File: src/rtl/core/brcc_pkg.sv
// Shared types, constants and widths for the balance robot cascade controller.
package brcc_pkg;

    function automatic int imax(input int a, input int b);
        return (a > b) ? a : b;
    endfunction

    // Fraction bits of the fixed-point gains and of the speed state.
    localparam int FRAC_BITS = 8;

    // Configuration port.
    localparam int CFG_IDX_W  = 3;
    localparam int CFG_DATA_W = 19;

    typedef enum logic [CFG_IDX_W-1:0] {
        CFG_BALANCE_KP    = 3'd0,
        CFG_BALANCE_KD    = 3'd1,
        CFG_SPEED_KP      = 3'd2,
        CFG_SPEED_KI      = 3'd3,
        CFG_TURN_KP       = 3'd4,
        CFG_TURN_KD       = 3'd5,
        CFG_BALANCE_ANGLE = 3'd6,
        CFG_PWM_LIMIT     = 3'd7
    } cfg_index_t;

    localparam logic signed [18:0] RST_BALANCE_KP    = 19'sd74240;
    localparam logic signed [16:0] RST_BALANCE_KD    = 17'sd256;
    localparam logic signed [16:0] RST_SPEED_KP      = 17'sd23040;
    localparam logic signed [16:0] RST_SPEED_KI      = 17'sd154;
    localparam logic signed [16:0] RST_TURN_KP       = -17'sd7680;
    localparam logic signed [16:0] RST_TURN_KD       = -17'sd179;
    localparam logic signed [15:0] RST_BALANCE_ANGLE = -16'sd200;
    localparam logic [14:0]        RST_PWM_LIMIT     = 15'd7200;

    // Remote byte codes.
    localparam logic [7:0] REM_STOP    = 8'd48;
    localparam logic [7:0] REM_STOP_LF = 8'd10;
    localparam logic [7:0] REM_FWD     = 8'd49;
    localparam logic [7:0] REM_BACK    = 8'd50;
    localparam logic [7:0] REM_LEFT    = 8'd51;
    localparam logic [7:0] REM_RIGHT   = 8'd52;

    // Direction latch flags.
    localparam logic [3:0] DIR_NONE  = 4'b0000;
    localparam logic [3:0] DIR_FWD   = 4'b0001;
    localparam logic [3:0] DIR_BACK  = 4'b0010;
    localparam logic [3:0] DIR_LEFT  = 4'b0100;
    localparam logic [3:0] DIR_RIGHT = 4'b1000;

    localparam logic signed [7:0]  TARGET_MAX      = 8'sd100;
    localparam logic signed [7:0]  TARGET_MIN      = -8'sd100;
    localparam logic signed [6:0]  TURN_CMD        = 7'sd30;
    localparam logic signed [15:0] PITCH_CLEAR_LIM = 16'sd4000;

    // Datapath widths.
    localparam int FS_W       = FRAC_BITS + 18;
    localparam int INT_W      = FRAC_BITS + 15;
    localparam int FSN_W      = FRAC_BITS + 21;
    localparam int INT_SUM_W  = FRAC_BITS + 20;
    localparam int BAL_ACC_W  = 41;

    // Division by constants through reciprocal products. The speed filter
    // divides by 5; the upright scale 100 * 2^F is 25 * 2^(F+2), so the
    // power of two is shifted off first and the rest is a division by 25.
    // Each reciprocal is 2^s / d rounded up with s = DIV_W + ceil(log2 d),
    // which makes the shifted product the exact floor for every DIV_W-bit
    // dividend.
    localparam int BAL_PRE_SH   = FRAC_BITS + 2;
    localparam int DIV_W        = imax(FSN_W, BAL_ACC_W - BAL_PRE_SH);
    localparam int RECIP_W      = DIV_W + 1;
    localparam int DIV_PROD_W   = DIV_W + RECIP_W;
    localparam int FS_RECIP_SH  = DIV_W + 3;
    localparam int BAL_RECIP_SH = DIV_W + 5;
    localparam logic [RECIP_W-1:0] FS_RECIP =
        RECIP_W'(((64'd1 << FS_RECIP_SH) + 64'd4) / 64'd5);
    localparam logic [RECIP_W-1:0] BAL_RECIP =
        RECIP_W'(((64'd1 << BAL_RECIP_SH) + 64'd24) / 64'd25);

    localparam int MUL_A_W    = imax(FS_W, 23);
    localparam int MUL_B_W    = 19;
    localparam int MUL_P_W    = MUL_A_W + MUL_B_W;
    localparam int SPD_ACC_W  = FS_W + 18;
    localparam int TURN_ACC_W = 34;
    localparam int BAL_Q_W    = DIV_W + 1;
    localparam int SPD_T_W    = SPD_ACC_W - 2 * FRAC_BITS;
    localparam int TURN_T_W   = TURN_ACC_W - FRAC_BITS;
    localparam int SUM_W      = imax(BAL_Q_W, imax(SPD_T_W, TURN_T_W)) + 2;

    localparam int INT_LIMIT = 10000 << FRAC_BITS;

    localparam logic signed [SPD_ACC_W-1:0] SPD_RND =
        SPD_ACC_W'((64'd1 << (2 * FRAC_BITS)) - 64'd1);
    localparam logic signed [TURN_ACC_W-1:0] TURN_RND =
        TURN_ACC_W'((64'd1 << FRAC_BITS) - 64'd1);

    typedef struct packed {
        logic signed [15:0] pitch_angle;
        logic signed [15:0] pitch_rate;
        logic signed [15:0] yaw_rate;
        logic signed [15:0] left_count;
        logic signed [15:0] right_count;
        logic [7:0]         remote_code;
    } brcc_in_t;

    typedef struct packed {
        logic signed [15:0] left_drive;
        logic signed [15:0] right_drive;
        logic               integral_cleared;
    } brcc_out_t;

    typedef enum logic [2:0] {
        MUL_NONE    = 3'd0,
        MUL_BAL_KP  = 3'd1,
        MUL_BAL_KD  = 3'd2,
        MUL_TURN_KD = 3'd3,
        MUL_TURN_KP = 3'd4,
        MUL_SPD_KP  = 3'd5,
        MUL_SPD_KI  = 3'd6
    } mul_op_t;

    typedef enum logic [3:0] {
        ST_IDLE,
        ST_PREP,
        ST_MUL_BKD,
        ST_MUL_TKD,
        ST_MUL_TKP,
        ST_WAIT_FS,
        ST_FS_UPD,
        ST_INT_UPD,
        ST_MUL_SKP,
        ST_MUL_SKI,
        ST_DRAIN,
        ST_WAIT_BAL,
        ST_RESULT_PREP,
        ST_RESULT
    } brcc_state_t;

    typedef struct packed {
        logic    load;
        logic    prep;
        logic    div_fs;
        logic    div_bal;
        mul_op_t mul_op;
        logic    fs_upd;
        logic    int_upd;
        logic    int_clr;
        logic    result_prep;
        logic    out_load;
    } brcc_cmd_t;

    typedef struct packed {
        logic div_busy;
        logic out_stall;
    } brcc_status_t;

endpackage

File: src/rtl/core/brcc_div.sv
// Unsigned division by five or by twenty-five through a registered reciprocal product.
module brcc_div (
    input  logic                         aclk,
    input  logic                         aresetn,
    input  logic                         start,
    input  logic                         use_bal,
    input  logic [brcc_pkg::DIV_W-1:0]   dividend,
    output logic                         busy,
    output logic [brcc_pkg::DIV_W-1:0]   quotient
);

    logic [brcc_pkg::DIV_W-1:0]      x_reg;
    logic                            bal_reg;
    logic                            busy_reg;
    logic [brcc_pkg::DIV_PROD_W-1:0] prod_reg;
    logic [brcc_pkg::RECIP_W-1:0]    recip;
    logic [brcc_pkg::DIV_PROD_W-1:0] prod_sh;

    // The operand is captured at start, multiplied in the next cycle, and the
    // quotient is the product shifted down by the reciprocal's scale.
    always_comb begin
        recip   = bal_reg ? brcc_pkg::BAL_RECIP : brcc_pkg::FS_RECIP;
        prod_sh = bal_reg ? (prod_reg >> brcc_pkg::BAL_RECIP_SH)
                          : (prod_reg >> brcc_pkg::FS_RECIP_SH);
    end

    always_ff @(posedge aclk) begin
        if (!aresetn) begin
            busy_reg <= 1'b0;
        end else begin
            busy_reg <= start;
        end
    end

    always_ff @(posedge aclk) begin
        if (start) begin
            x_reg   <= dividend;
            bal_reg <= use_bal;
        end
        if (busy_reg) begin
            prod_reg <= brcc_pkg::DIV_PROD_W'(x_reg) * brcc_pkg::DIV_PROD_W'(recip);
        end
    end

    assign busy     = busy_reg;
    assign quotient = prod_sh[brcc_pkg::DIV_W-1:0];

endmodule

File: src/rtl/core/brcc_dp.sv
// Datapath: registers, shared multiplier, divider, accumulators and result register.
module brcc_dp (
    input  logic                                aclk,
    input  logic                                aresetn,
    input  brcc_pkg::brcc_in_t                  s_data,
    output logic                                m_valid,
    input  logic                                m_ready,
    output brcc_pkg::brcc_out_t                 m_data,
    input  logic                                cfg_wr_en,
    input  logic [brcc_pkg::CFG_IDX_W-1:0]      cfg_index,
    input  logic [brcc_pkg::CFG_DATA_W-1:0]     cfg_wdata,
    input  brcc_pkg::brcc_cmd_t                 cmd,
    output brcc_pkg::brcc_status_t              status
);

    // Configuration registers.
    logic signed [18:0] balance_kp_reg;
    logic signed [16:0] balance_kd_reg;
    logic signed [16:0] speed_kp_reg;
    logic signed [16:0] speed_ki_reg;
    logic signed [16:0] turn_kp_reg;
    logic signed [16:0] turn_kd_reg;
    logic signed [15:0] balance_angle_reg;
    logic [14:0]        pwm_limit_reg;

    // Controller state kept across requests.
    logic signed [brcc_pkg::FS_W-1:0]  fs_reg;
    logic signed [brcc_pkg::INT_W-1:0] integ_reg;
    logic signed [7:0]                 target_reg;
    logic [3:0]                        dir_latch_reg;

    // Per-request working registers.
    brcc_pkg::brcc_in_t                      in_reg;
    logic signed [brcc_pkg::MUL_P_W-1:0]     prod_reg;
    brcc_pkg::mul_op_t                       prod_dst_reg;
    logic signed [brcc_pkg::BAL_ACC_W-1:0]   bal_acc_reg;
    logic signed [brcc_pkg::TURN_ACC_W-1:0]  turn_acc_reg;
    logic signed [brcc_pkg::SPD_ACC_W-1:0]   spd_acc_reg;
    logic                                    q_neg_reg;
    logic signed [brcc_pkg::SUM_W-1:0]       base_reg;
    logic signed [brcc_pkg::SUM_W-1:0]       turn_reg;
    logic                                    m_valid_reg;
    brcc_pkg::brcc_out_t                     m_data_reg;

    logic [3:0]                              dir_latch_next;
    logic signed [7:0]                       target_next;
    logic signed [6:0]                       turn_cmd;
    logic signed [16:0]                      bias;
    logic signed [22:0]                      prate_x100;
    logic signed [brcc_pkg::MUL_A_W-1:0]     mul_a;
    logic signed [brcc_pkg::MUL_B_W-1:0]     mul_b;
    logic signed [brcc_pkg::MUL_P_W-1:0]     prod_next;
    logic signed [16:0]                      wheel_sum;
    logic signed [brcc_pkg::FSN_W-1:0]       fsn;
    logic [brcc_pkg::FSN_W-1:0]              fsn_mag;
    logic [brcc_pkg::BAL_ACC_W-1:0]          bal_mag;
    logic                                    div_start;
    logic [brcc_pkg::DIV_W-1:0]              div_dividend;
    logic                                    div_busy;
    logic [brcc_pkg::DIV_W-1:0]              div_q;
    logic signed [brcc_pkg::BAL_Q_W-1:0]     q_s;
    logic signed [brcc_pkg::INT_SUM_W-1:0]   isum;
    logic signed [brcc_pkg::INT_SUM_W-1:0]   int_lim;
    logic signed [brcc_pkg::SPD_ACC_W-1:0]   spd_adj;
    logic signed [brcc_pkg::SPD_ACC_W-1:0]   spd_sh;
    logic signed [brcc_pkg::SPD_T_W-1:0]     spd_t;
    logic signed [brcc_pkg::TURN_ACC_W-1:0]  turn_adj;
    logic signed [brcc_pkg::TURN_ACC_W-1:0]  turn_sh;
    logic signed [brcc_pkg::TURN_T_W-1:0]    turn_t;
    logic signed [brcc_pkg::SUM_W-1:0]       lim_s;
    logic signed [brcc_pkg::SUM_W-1:0]       left_sum;
    logic signed [brcc_pkg::SUM_W-1:0]       right_sum;
    logic signed [brcc_pkg::SUM_W-1:0]       left_clip;
    logic signed [brcc_pkg::SUM_W-1:0]       right_clip;
    logic                                    pitch_tilted;

    // Configuration writes.
    always_ff @(posedge aclk) begin
        if (!aresetn) begin
            balance_kp_reg    <= brcc_pkg::RST_BALANCE_KP;
            balance_kd_reg    <= brcc_pkg::RST_BALANCE_KD;
            speed_kp_reg      <= brcc_pkg::RST_SPEED_KP;
            speed_ki_reg      <= brcc_pkg::RST_SPEED_KI;
            turn_kp_reg       <= brcc_pkg::RST_TURN_KP;
            turn_kd_reg       <= brcc_pkg::RST_TURN_KD;
            balance_angle_reg <= brcc_pkg::RST_BALANCE_ANGLE;
            pwm_limit_reg     <= brcc_pkg::RST_PWM_LIMIT;
        end else if (cfg_wr_en) begin
            unique case (brcc_pkg::cfg_index_t'(cfg_index))
                brcc_pkg::CFG_BALANCE_KP:    balance_kp_reg    <= cfg_wdata[18:0];
                brcc_pkg::CFG_BALANCE_KD:    balance_kd_reg    <= cfg_wdata[16:0];
                brcc_pkg::CFG_SPEED_KP:      speed_kp_reg      <= cfg_wdata[16:0];
                brcc_pkg::CFG_SPEED_KI:      speed_ki_reg      <= cfg_wdata[16:0];
                brcc_pkg::CFG_TURN_KP:       turn_kp_reg       <= cfg_wdata[16:0];
                brcc_pkg::CFG_TURN_KD:       turn_kd_reg       <= cfg_wdata[16:0];
                brcc_pkg::CFG_BALANCE_ANGLE: balance_angle_reg <= cfg_wdata[15:0];
                brcc_pkg::CFG_PWM_LIMIT:     pwm_limit_reg     <= cfg_wdata[14:0];
            endcase
        end
    end

    // Remote decode and target ramp; the ramp sees the freshly updated latch.
    always_comb begin
        dir_latch_next = dir_latch_reg;
        unique case (in_reg.remote_code) inside
            brcc_pkg::REM_STOP, brcc_pkg::REM_STOP_LF: dir_latch_next = brcc_pkg::DIR_NONE;
            brcc_pkg::REM_FWD:   dir_latch_next = brcc_pkg::DIR_FWD;
            brcc_pkg::REM_BACK:  dir_latch_next = brcc_pkg::DIR_BACK;
            brcc_pkg::REM_LEFT:  dir_latch_next = brcc_pkg::DIR_LEFT;
            brcc_pkg::REM_RIGHT: dir_latch_next = brcc_pkg::DIR_RIGHT;
            default:             dir_latch_next = dir_latch_reg;
        endcase

        if (dir_latch_next == brcc_pkg::DIR_FWD) begin
            target_next = (target_reg >= brcc_pkg::TARGET_MAX) ?
                          brcc_pkg::TARGET_MAX : target_reg + 8'sd1;
        end else if (dir_latch_next == brcc_pkg::DIR_BACK) begin
            target_next = (target_reg <= brcc_pkg::TARGET_MIN) ?
                          brcc_pkg::TARGET_MIN : target_reg - 8'sd1;
        end else begin
            target_next = '0;
        end

        if (dir_latch_reg == brcc_pkg::DIR_LEFT) begin
            turn_cmd = brcc_pkg::TURN_CMD;
        end else if (dir_latch_reg == brcc_pkg::DIR_RIGHT) begin
            turn_cmd = -brcc_pkg::TURN_CMD;
        end else begin
            turn_cmd = '0;
        end
    end

    // Shared multiplier operand select.
    always_comb begin
        bias       = 17'(in_reg.pitch_angle) - 17'(balance_angle_reg);
        prate_x100 = (23'(in_reg.pitch_rate) <<< 6) + (23'(in_reg.pitch_rate) <<< 5)
                   + (23'(in_reg.pitch_rate) <<< 2);
        unique case (cmd.mul_op)
            brcc_pkg::MUL_BAL_KP: begin
                mul_a = brcc_pkg::MUL_A_W'(bias);
                mul_b = brcc_pkg::MUL_B_W'(balance_kp_reg);
            end
            brcc_pkg::MUL_BAL_KD: begin
                mul_a = brcc_pkg::MUL_A_W'(prate_x100);
                mul_b = brcc_pkg::MUL_B_W'(balance_kd_reg);
            end
            brcc_pkg::MUL_TURN_KD: begin
                mul_a = brcc_pkg::MUL_A_W'(in_reg.yaw_rate);
                mul_b = brcc_pkg::MUL_B_W'(turn_kd_reg);
            end
            brcc_pkg::MUL_TURN_KP: begin
                mul_a = brcc_pkg::MUL_A_W'(turn_cmd);
                mul_b = brcc_pkg::MUL_B_W'(turn_kp_reg);
            end
            brcc_pkg::MUL_SPD_KP: begin
                mul_a = brcc_pkg::MUL_A_W'(fs_reg);
                mul_b = brcc_pkg::MUL_B_W'(speed_kp_reg);
            end
            brcc_pkg::MUL_SPD_KI: begin
                mul_a = brcc_pkg::MUL_A_W'(integ_reg);
                mul_b = brcc_pkg::MUL_B_W'(speed_ki_reg);
            end
            default: begin
                mul_a = '0;
                mul_b = '0;
            end
        endcase
        prod_next = brcc_pkg::MUL_P_W'(mul_a) * brcc_pkg::MUL_P_W'(mul_b);
    end

    // Divider operands: magnitudes, with the sign kept aside. The upright
    // magnitude loses its power-of-two part of the scale before the divider.
    always_comb begin
        wheel_sum = 17'(in_reg.right_count) - 17'(in_reg.left_count);
        fsn       = (brcc_pkg::FSN_W'(fs_reg) <<< 2)
                  + (brcc_pkg::FSN_W'(wheel_sum) <<< brcc_pkg::FRAC_BITS);
        fsn_mag   = fsn[brcc_pkg::FSN_W-1] ? brcc_pkg::FSN_W'(-fsn) : brcc_pkg::FSN_W'(fsn);
        bal_mag   = bal_acc_reg[brcc_pkg::BAL_ACC_W-1] ?
                    brcc_pkg::BAL_ACC_W'(-bal_acc_reg) : brcc_pkg::BAL_ACC_W'(bal_acc_reg);
        div_start = cmd.div_fs | cmd.div_bal;
        if (cmd.div_fs) begin
            div_dividend = brcc_pkg::DIV_W'(fsn_mag);
        end else begin
            div_dividend = brcc_pkg::DIV_W'(bal_mag >> brcc_pkg::BAL_PRE_SH);
        end
    end

    brcc_div u_div (
        .aclk     (aclk),
        .aresetn  (aresetn),
        .start    (div_start),
        .use_bal  (cmd.div_bal),
        .dividend (div_dividend),
        .busy     (div_busy),
        .quotient (div_q)
    );

    // Signed quotients, integral update, truncating scales and output clamp.
    always_comb begin
        q_s = $signed({1'b0, div_q});
        if (q_neg_reg) begin
            q_s = -q_s;
        end

        int_lim = brcc_pkg::INT_SUM_W'(brcc_pkg::INT_LIMIT);
        isum    = brcc_pkg::INT_SUM_W'(integ_reg) + brcc_pkg::INT_SUM_W'(fs_reg)
                - (brcc_pkg::INT_SUM_W'(target_reg) <<< brcc_pkg::FRAC_BITS);
        if (isum > int_lim) begin
            isum = int_lim;
        end else if (isum < -int_lim) begin
            isum = -int_lim;
        end

        spd_adj  = spd_acc_reg[brcc_pkg::SPD_ACC_W-1] ? spd_acc_reg + brcc_pkg::SPD_RND
                                                      : spd_acc_reg;
        spd_sh   = spd_adj >>> (2 * brcc_pkg::FRAC_BITS);
        spd_t    = spd_sh[brcc_pkg::SPD_T_W-1:0];
        turn_adj = turn_acc_reg[brcc_pkg::TURN_ACC_W-1] ? turn_acc_reg + brcc_pkg::TURN_RND
                                                        : turn_acc_reg;
        turn_sh  = turn_adj >>> brcc_pkg::FRAC_BITS;
        turn_t   = turn_sh[brcc_pkg::TURN_T_W-1:0];

        lim_s     = brcc_pkg::SUM_W'($signed({1'b0, pwm_limit_reg}));
        left_sum  = base_reg + turn_reg;
        right_sum = base_reg - turn_reg;
        if (left_sum > lim_s) begin
            left_clip = lim_s;
        end else if (left_sum < -lim_s) begin
            left_clip = -lim_s;
        end else begin
            left_clip = left_sum;
        end
        if (right_sum > lim_s) begin
            right_clip = lim_s;
        end else if (right_sum < -lim_s) begin
            right_clip = -lim_s;
        end else begin
            right_clip = right_sum;
        end

        pitch_tilted = (in_reg.pitch_angle > brcc_pkg::PITCH_CLEAR_LIM)
                     || (in_reg.pitch_angle < -brcc_pkg::PITCH_CLEAR_LIM);
    end

    // Persistent controller state.
    always_ff @(posedge aclk) begin
        if (!aresetn) begin
            fs_reg        <= '0;
            integ_reg     <= '0;
            target_reg    <= '0;
            dir_latch_reg <= brcc_pkg::DIR_NONE;
        end else begin
            if (cmd.prep) begin
                dir_latch_reg <= dir_latch_next;
                target_reg    <= target_next;
            end
            if (cmd.fs_upd) begin
                fs_reg <= q_s[brcc_pkg::FS_W-1:0];
            end
            if (cmd.int_upd) begin
                integ_reg <= isum[brcc_pkg::INT_W-1:0];
            end else if (cmd.int_clr && pitch_tilted) begin
                integ_reg <= '0;
            end
        end
    end

    // Product tag is registered alongside the product, so the two stay aligned.
    always_ff @(posedge aclk) begin
        if (!aresetn) begin
            prod_dst_reg <= brcc_pkg::MUL_NONE;
        end else begin
            prod_dst_reg <= cmd.mul_op;
        end
    end

    always_ff @(posedge aclk) begin
        prod_reg <= prod_next;
        if (cmd.load) begin
            in_reg       <= s_data;
            bal_acc_reg  <= '0;
            turn_acc_reg <= '0;
            spd_acc_reg  <= '0;
        end else begin
            case (prod_dst_reg) inside
                brcc_pkg::MUL_BAL_KP, brcc_pkg::MUL_BAL_KD: begin
                    bal_acc_reg <= bal_acc_reg + $signed(prod_reg[brcc_pkg::BAL_ACC_W-1:0]);
                end
                brcc_pkg::MUL_TURN_KD, brcc_pkg::MUL_TURN_KP: begin
                    turn_acc_reg <= turn_acc_reg
                                  + $signed(prod_reg[brcc_pkg::TURN_ACC_W-1:0]);
                end
                brcc_pkg::MUL_SPD_KP, brcc_pkg::MUL_SPD_KI: begin
                    spd_acc_reg <= spd_acc_reg + $signed(prod_reg[brcc_pkg::SPD_ACC_W-1:0]);
                end
                default: begin
                end
            endcase
        end
        if (cmd.div_fs) begin
            q_neg_reg <= fsn[brcc_pkg::FSN_W-1];
        end else if (cmd.div_bal) begin
            q_neg_reg <= bal_acc_reg[brcc_pkg::BAL_ACC_W-1];
        end
        if (cmd.result_prep) begin
            base_reg <= brcc_pkg::SUM_W'(q_s) + brcc_pkg::SUM_W'(spd_t);
            turn_reg <= brcc_pkg::SUM_W'(turn_t);
        end
    end

    // Result register.
    always_ff @(posedge aclk) begin
        if (!aresetn) begin
            m_valid_reg <= 1'b0;
        end else if (cmd.out_load) begin
            m_valid_reg <= 1'b1;
        end else if (m_ready) begin
            m_valid_reg <= 1'b0;
        end
    end

    always_ff @(posedge aclk) begin
        if (cmd.out_load) begin
            m_data_reg.left_drive       <= left_clip[15:0];
            m_data_reg.right_drive      <= right_clip[15:0];
            m_data_reg.integral_cleared <= pitch_tilted;
        end
    end

    assign m_valid          = m_valid_reg;
    assign m_data           = m_data_reg;
    assign status.div_busy  = div_busy;
    assign status.out_stall = m_valid_reg & ~m_ready;

endmodule

File: src/rtl/core/brcc_ctrl.sv
// Controller state machine that sequences one control tick through the datapath.
module brcc_ctrl (
    input  logic                    aclk,
    input  logic                    aresetn,
    input  logic                    s_valid,
    output logic                    s_ready,
    input  brcc_pkg::brcc_status_t  status,
    output brcc_pkg::brcc_cmd_t     cmd
);

    brcc_pkg::brcc_state_t state_reg;
    brcc_pkg::brcc_state_t state_next;

    always_ff @(posedge aclk) begin
        if (!aresetn) begin
            state_reg <= brcc_pkg::ST_IDLE;
        end else begin
            state_reg <= state_next;
        end
    end

    always_comb begin
        state_next = state_reg;
        cmd        = '0;
        s_ready    = 1'b0;
        unique case (state_reg)
            brcc_pkg::ST_IDLE: begin
                s_ready = 1'b1;
                if (s_valid) begin
                    cmd.load   = 1'b1;
                    state_next = brcc_pkg::ST_PREP;
                end
            end
            brcc_pkg::ST_PREP: begin
                cmd.prep   = 1'b1;
                cmd.div_fs = 1'b1;
                cmd.mul_op = brcc_pkg::MUL_BAL_KP;
                state_next = brcc_pkg::ST_MUL_BKD;
            end
            brcc_pkg::ST_MUL_BKD: begin
                cmd.mul_op = brcc_pkg::MUL_BAL_KD;
                state_next = brcc_pkg::ST_MUL_TKD;
            end
            brcc_pkg::ST_MUL_TKD: begin
                cmd.mul_op = brcc_pkg::MUL_TURN_KD;
                state_next = brcc_pkg::ST_MUL_TKP;
            end
            brcc_pkg::ST_MUL_TKP: begin
                cmd.mul_op = brcc_pkg::MUL_TURN_KP;
                state_next = brcc_pkg::ST_WAIT_FS;
            end
            brcc_pkg::ST_WAIT_FS: begin
                if (!status.div_busy) begin
                    state_next = brcc_pkg::ST_FS_UPD;
                end
            end
            brcc_pkg::ST_FS_UPD: begin
                cmd.fs_upd = 1'b1;
                state_next = brcc_pkg::ST_INT_UPD;
            end
            brcc_pkg::ST_INT_UPD: begin
                cmd.int_upd = 1'b1;
                cmd.div_bal = 1'b1;
                state_next  = brcc_pkg::ST_MUL_SKP;
            end
            brcc_pkg::ST_MUL_SKP: begin
                cmd.mul_op = brcc_pkg::MUL_SPD_KP;
                state_next = brcc_pkg::ST_MUL_SKI;
            end
            brcc_pkg::ST_MUL_SKI: begin
                // The integral is read here, then cleared on a large tilt.
                cmd.mul_op  = brcc_pkg::MUL_SPD_KI;
                cmd.int_clr = 1'b1;
                state_next  = brcc_pkg::ST_DRAIN;
            end
            brcc_pkg::ST_DRAIN: begin
                state_next = brcc_pkg::ST_WAIT_BAL;
            end
            brcc_pkg::ST_WAIT_BAL: begin
                if (!status.div_busy) begin
                    state_next = brcc_pkg::ST_RESULT_PREP;
                end
            end
            brcc_pkg::ST_RESULT_PREP: begin
                cmd.result_prep = 1'b1;
                state_next      = brcc_pkg::ST_RESULT;
            end
            brcc_pkg::ST_RESULT: begin
                if (!status.out_stall) begin
                    cmd.out_load = 1'b1;
                    state_next   = brcc_pkg::ST_IDLE;
                end
            end
            default: begin
                state_next = brcc_pkg::ST_IDLE;
            end
        endcase
    end

endmodule

File: src/rtl/core/balance_robot_cascade_controller.sv
// Top level of the two-wheel balance robot cascade controller.
//
//   Channel  Ports                          Moves
//   -------  -----------------------------  -----------------------------------------
//   input    s_valid, s_ready, s_data       one sensor request per control tick
//   result   m_valid, m_ready, m_data       left and right drives, integral-clear flag
//   config   cfg_wr_en, cfg_index, cfg_wdata  gain, offset and limit register writes
//
// s_ready returns in the cycle after a result lands in the output register, so the
// block takes no new request before it is through with the last one. The controller
// sequence runs six products through the shared multiplier and two reciprocal
// divisions (speed filter, then upright scale). Reset is synchronous and active low;
// it restores the register defaults and clears the speed filter, integral, target and
// direction latch. A new request is taken while the previous result still waits in
// the output register; only the final load of a result waits for m_ready, for as
// long as the previous result stays untaken.
module balance_robot_cascade_controller (
    input  logic                                aclk,
    input  logic                                aresetn,
    input  logic                                s_valid,
    output logic                                s_ready,
    input  brcc_pkg::brcc_in_t                  s_data,
    output logic                                m_valid,
    input  logic                                m_ready,
    output brcc_pkg::brcc_out_t                 m_data,
    input  logic                                cfg_wr_en,
    input  logic [brcc_pkg::CFG_IDX_W-1:0]      cfg_index,
    input  logic [brcc_pkg::CFG_DATA_W-1:0]     cfg_wdata
);

    brcc_pkg::brcc_cmd_t    ctrl_cmd;
    brcc_pkg::brcc_status_t dp_status;

    // The controller owns sequencing; the datapath holds every value.
    brcc_ctrl u_ctrl (
        .aclk    (aclk),
        .aresetn (aresetn),
        .s_valid (s_valid),
        .s_ready (s_ready),
        .status  (dp_status),
        .cmd     (ctrl_cmd)
    );

    brcc_dp u_dp (
        .aclk      (aclk),
        .aresetn   (aresetn),
        .s_data    (s_data),
        .m_valid   (m_valid),
        .m_ready   (m_ready),
        .m_data    (m_data),
        .cfg_wr_en (cfg_wr_en),
        .cfg_index (cfg_index),
        .cfg_wdata (cfg_wdata),
        .cmd       (ctrl_cmd),
        .status    (dp_status)
    );

`ifndef ASSERT_OFF
    // One request at a time: the input closes right after an acceptance.
    a_single_request: assert property (@(posedge aclk) disable iff (!aresetn)
        (s_valid && s_ready) |=> !s_ready)
        else $error("input accepted a second request back to back");

    // A result never overwrites one that has not been taken.
    a_no_overwrite: assert property (@(posedge aclk) disable iff (!aresetn)
        ctrl_cmd.out_load |-> (!m_valid || m_ready))
        else $error("result register loaded while holding an untaken result");

    // The divider is never restarted in the middle of a pass.
    a_div_idle_start: assert property (@(posedge aclk) disable iff (!aresetn)
        (ctrl_cmd.div_fs || ctrl_cmd.div_bal) |-> !dp_status.div_busy)
        else $error("divider started while busy");

    // A result appears only as the end of a sequenced request.
    a_result_source: assert property (@(posedge aclk) disable iff (!aresetn)
        $rose(m_valid) |-> $past(ctrl_cmd.out_load))
        else $error("result appeared without a result load");
`endif

endmodule

File: config.mk
export PLATFORM = sky130hd
export DESIGN_NAME = balance_robot_cascade_controller
export DESIGN_NICKNAME = d
export VERILOG_FILES = /design/src/rtl/core/brcc_pkg.sv /design/src/rtl/core/brcc_div.sv /design/src/rtl/core/brcc_dp.sv /design/src/rtl/core/brcc_ctrl.sv /design/src/rtl/core/balance_robot_cascade_controller.sv
export SDC_FILE = /design/constraint.sdc
export NUM_CORES = 2
export LEC_CHECK = 0
export BUFFER_PORTS_ARGS = -buffer_cell sky130_fd_sc_hd__clkbuf_2
export CAP_MARGIN = 20
export CORE_MARGIN = 2
export CORE_UTILIZATION = 35
export DETAILED_ROUTE_END_ITERATION = 16
export PLACE_DENSITY = 0.45
export SYNTH_ARGS = -nofsm -noshare
export SYNTH_HDL_FRONTEND = slang
export SYNTH_HIERARCHICAL = 1
export SYNTH_SLANG_ARGS = --single-unit
File: constraint.sdc
create_clock -name aclk -period 22.9 [get_ports aclk]
set_input_delay 6.87 -clock aclk [delete_from_list [all_inputs] [get_ports aclk]]
set_output_delay 6.87 -clock aclk [all_outputs]
set_load 0.02 [all_outputs]
==> metrics.txt <==
synthesized flop and latch total 610; slowest cell delay on critical path 0.88 ns; most frequent CP cell fa_1; commonest cells after routing, fill and taps aside inv_1, fa_1, nand2_1; post-place setup slack 11.36 ns; fin crit period 11.68 ns; Post-CTS Setup Repair Bufs 0; crit path kind register to register; Netlist Area Pre-Place 82900 µm²; Clock Root Buffer clkbuf_16; Async S/R FF share, synth 0%; Boundary Pins 150; Slew Limit Fails 0; Worst setup EP type register; worst slew pin tran 1.17 ns; Worst EP arrival 12.27 ns; Seq/Total Area, Yosys 17.6%; number of flops mapped to enable cells by yosys 242; initial antenna violation count 12; Slowest cell on crit path a221oi_1; Final Hold Fails 0; Area Growth Syn to Fin 8.44%; CTS tree done; clk_lat worst skew 0.72 ns; grt peak-use layer met2; Min Hold Slack 0.465 ns; 1st-iter DRT viols 4617; met1 Resource Use GR 34.0%; post-route ant nets 0; gr usage total 24.1%; gr ovfl total 0; drt drc 0; fin crit share 51.0%; Core Area 235000 µm²; nets@finish 11500; Startpoint Class register; First-pass DRT Iterations 6; final worst slack 11.22 ns; met3 Usage GRT 2.36%; met2 usage 39.3%; largest net degree at the start of global routing 156; Clock Pin Slew Worst Setup and Hold Paths 0.06 ns; Post-Synthesis Cells 9406; vias in the first global route 67300; Die X 491 µm; fmax 0.0856 GHz; Yosys cell types 93; outcome finished, final reports clean; WL per Instance 23.1 µm; layout cells sized above 1 5.07%; final wirelength 291000 µm; setup violators final 0; vias per inst 5.21; Port-buffer cells 149; syn_area_per_cell 8.82 µm²; H-tree levels 3; commonest non-fill, non-tap cell in the layout inv_1; die area 241000 µm²; GPL Wtd Cong 0.919; max reg flops 88; row cnt 178; Rel. slew slack 21.9%; post-CTS resize count 0; Yosys Warn Count 6; Setup TNS Final 0 ns; RSZ-0062 raised after global routing false; CTS buffer count 79; detailed-route via count 65900; ys flop type dfxtp_1; Die Height 491 µm; critical path peak fanout 18; maximum root-to-sink buffer count 3; Setup Skew 0.0700 ns; MaxCap Viol Count 0; Initial Util 35.2%; first-pass GRT wire length 438000 µm; Detailed Place HPWL 242000 µm; Hold Buf Count CTS 0; Hold Crit Class register to register; Worst EP required 23.48 ns; # clock sinks 610
## synthesized netlist by cell type (62+ instances only)
master	n	area, µm²
a21boi_0	116	871
a21o_1	165	1240
a21oi_1	530	2650
and2_1	78	488
and3_1	62	388
clkbuf_1	301	1130
dfxtp_1	368	7370
edfxtp_1	242	7270
fa_1	1065	21300
ha_1	904	11300
inv_1	1628	6110
nand2_1	1057	3970
nand2b_1	92	576
nand3_1	191	956
nor2_1	551	2070
nor2b_1	113	707
nor3_1	103	515
o21a_1	62	465
o21ai_0	298	1490
xnor2_1	349	3060
xor2_1	131	1150
## per-layer routing
layer / share of wire, % / vias to the layer above
met5: 0 / -
met4: 2.7 / 0
met3: 4.5 / 297
met2: 46 / 1515
met1: 47 / 33100
li1: - / 30900
## final timing paths
check	start	to	slack [ns]	cells past startpoint
setup / recovery	u_ctrl/state_reg[0]	u_dp/prod_reg[42]	11.22	39
hold reg to reg	u_dp/turn_kd_reg[4]	u_dp/turn_kd_reg[4]	0.47	2
setup reg to reg	u_ctrl/state_reg[0]	u_dp/prod_reg[42]	11.22	39
hold / removal	u_dp/turn_kd_reg[4]	u_dp/turn_kd_reg[4]	0.47	2
## worst max-delay path, delay by kind of cell (launching register included)
family          cells  cell delay (ns)
fa+ha+maj           8             3.61
xor+xnor            1             0.14
buf+inv             7             0.77
simple gates        9             2.73
flops               1             0.63
mux                 1             0.18
compound gates     13             3.47
## final cells by class
cell class,instances,area [µm²]
Antenna cell,5,12.5
Fill cell,24200,145000
Multi-Input combinational cell,6863,61100
Clock buffer,102,2130
Inverter,1632,6130
Clock inverter,43,510
Timing Repair Buffer,234,1450
Tap cell,3150,3940
Sequential cell,610,14600
## per-stage QoR
stage	instance area (µm²)	utilization [%]	cells
floorplan	83100	-	9452
global placement	87200	37.0	12500
detailed placement	87300	37.1	12500
CTS	89900	38.2	12600
global route	89900	38.2	12600
finish	89900	38.2	12600
## cell families (layout without fill, tap and decap cells)
family | after synthesis | after routing | share of synthesized area (%)
AND/OR/NAND/NOR | 2513 | 2513 | 13.9
buffers and inverters | 1979 | 2011 | 9.01
adder cells (fa/ha/maj) | 1969 | 1969 | 39.3
AO/OA/AOI/OAI | 1765 | 1765 | 13.9
flip-flops | 610 | 610 | 17.6
XOR/XNOR | 480 | 480 | 5.07
multiplexers | 88 | 88 | 1.11
other | 2 | 53 | 0.00905
Power is not shown: default switching activity piles up to over one toggle a cycle in this logic, so the estimate is an artifact.
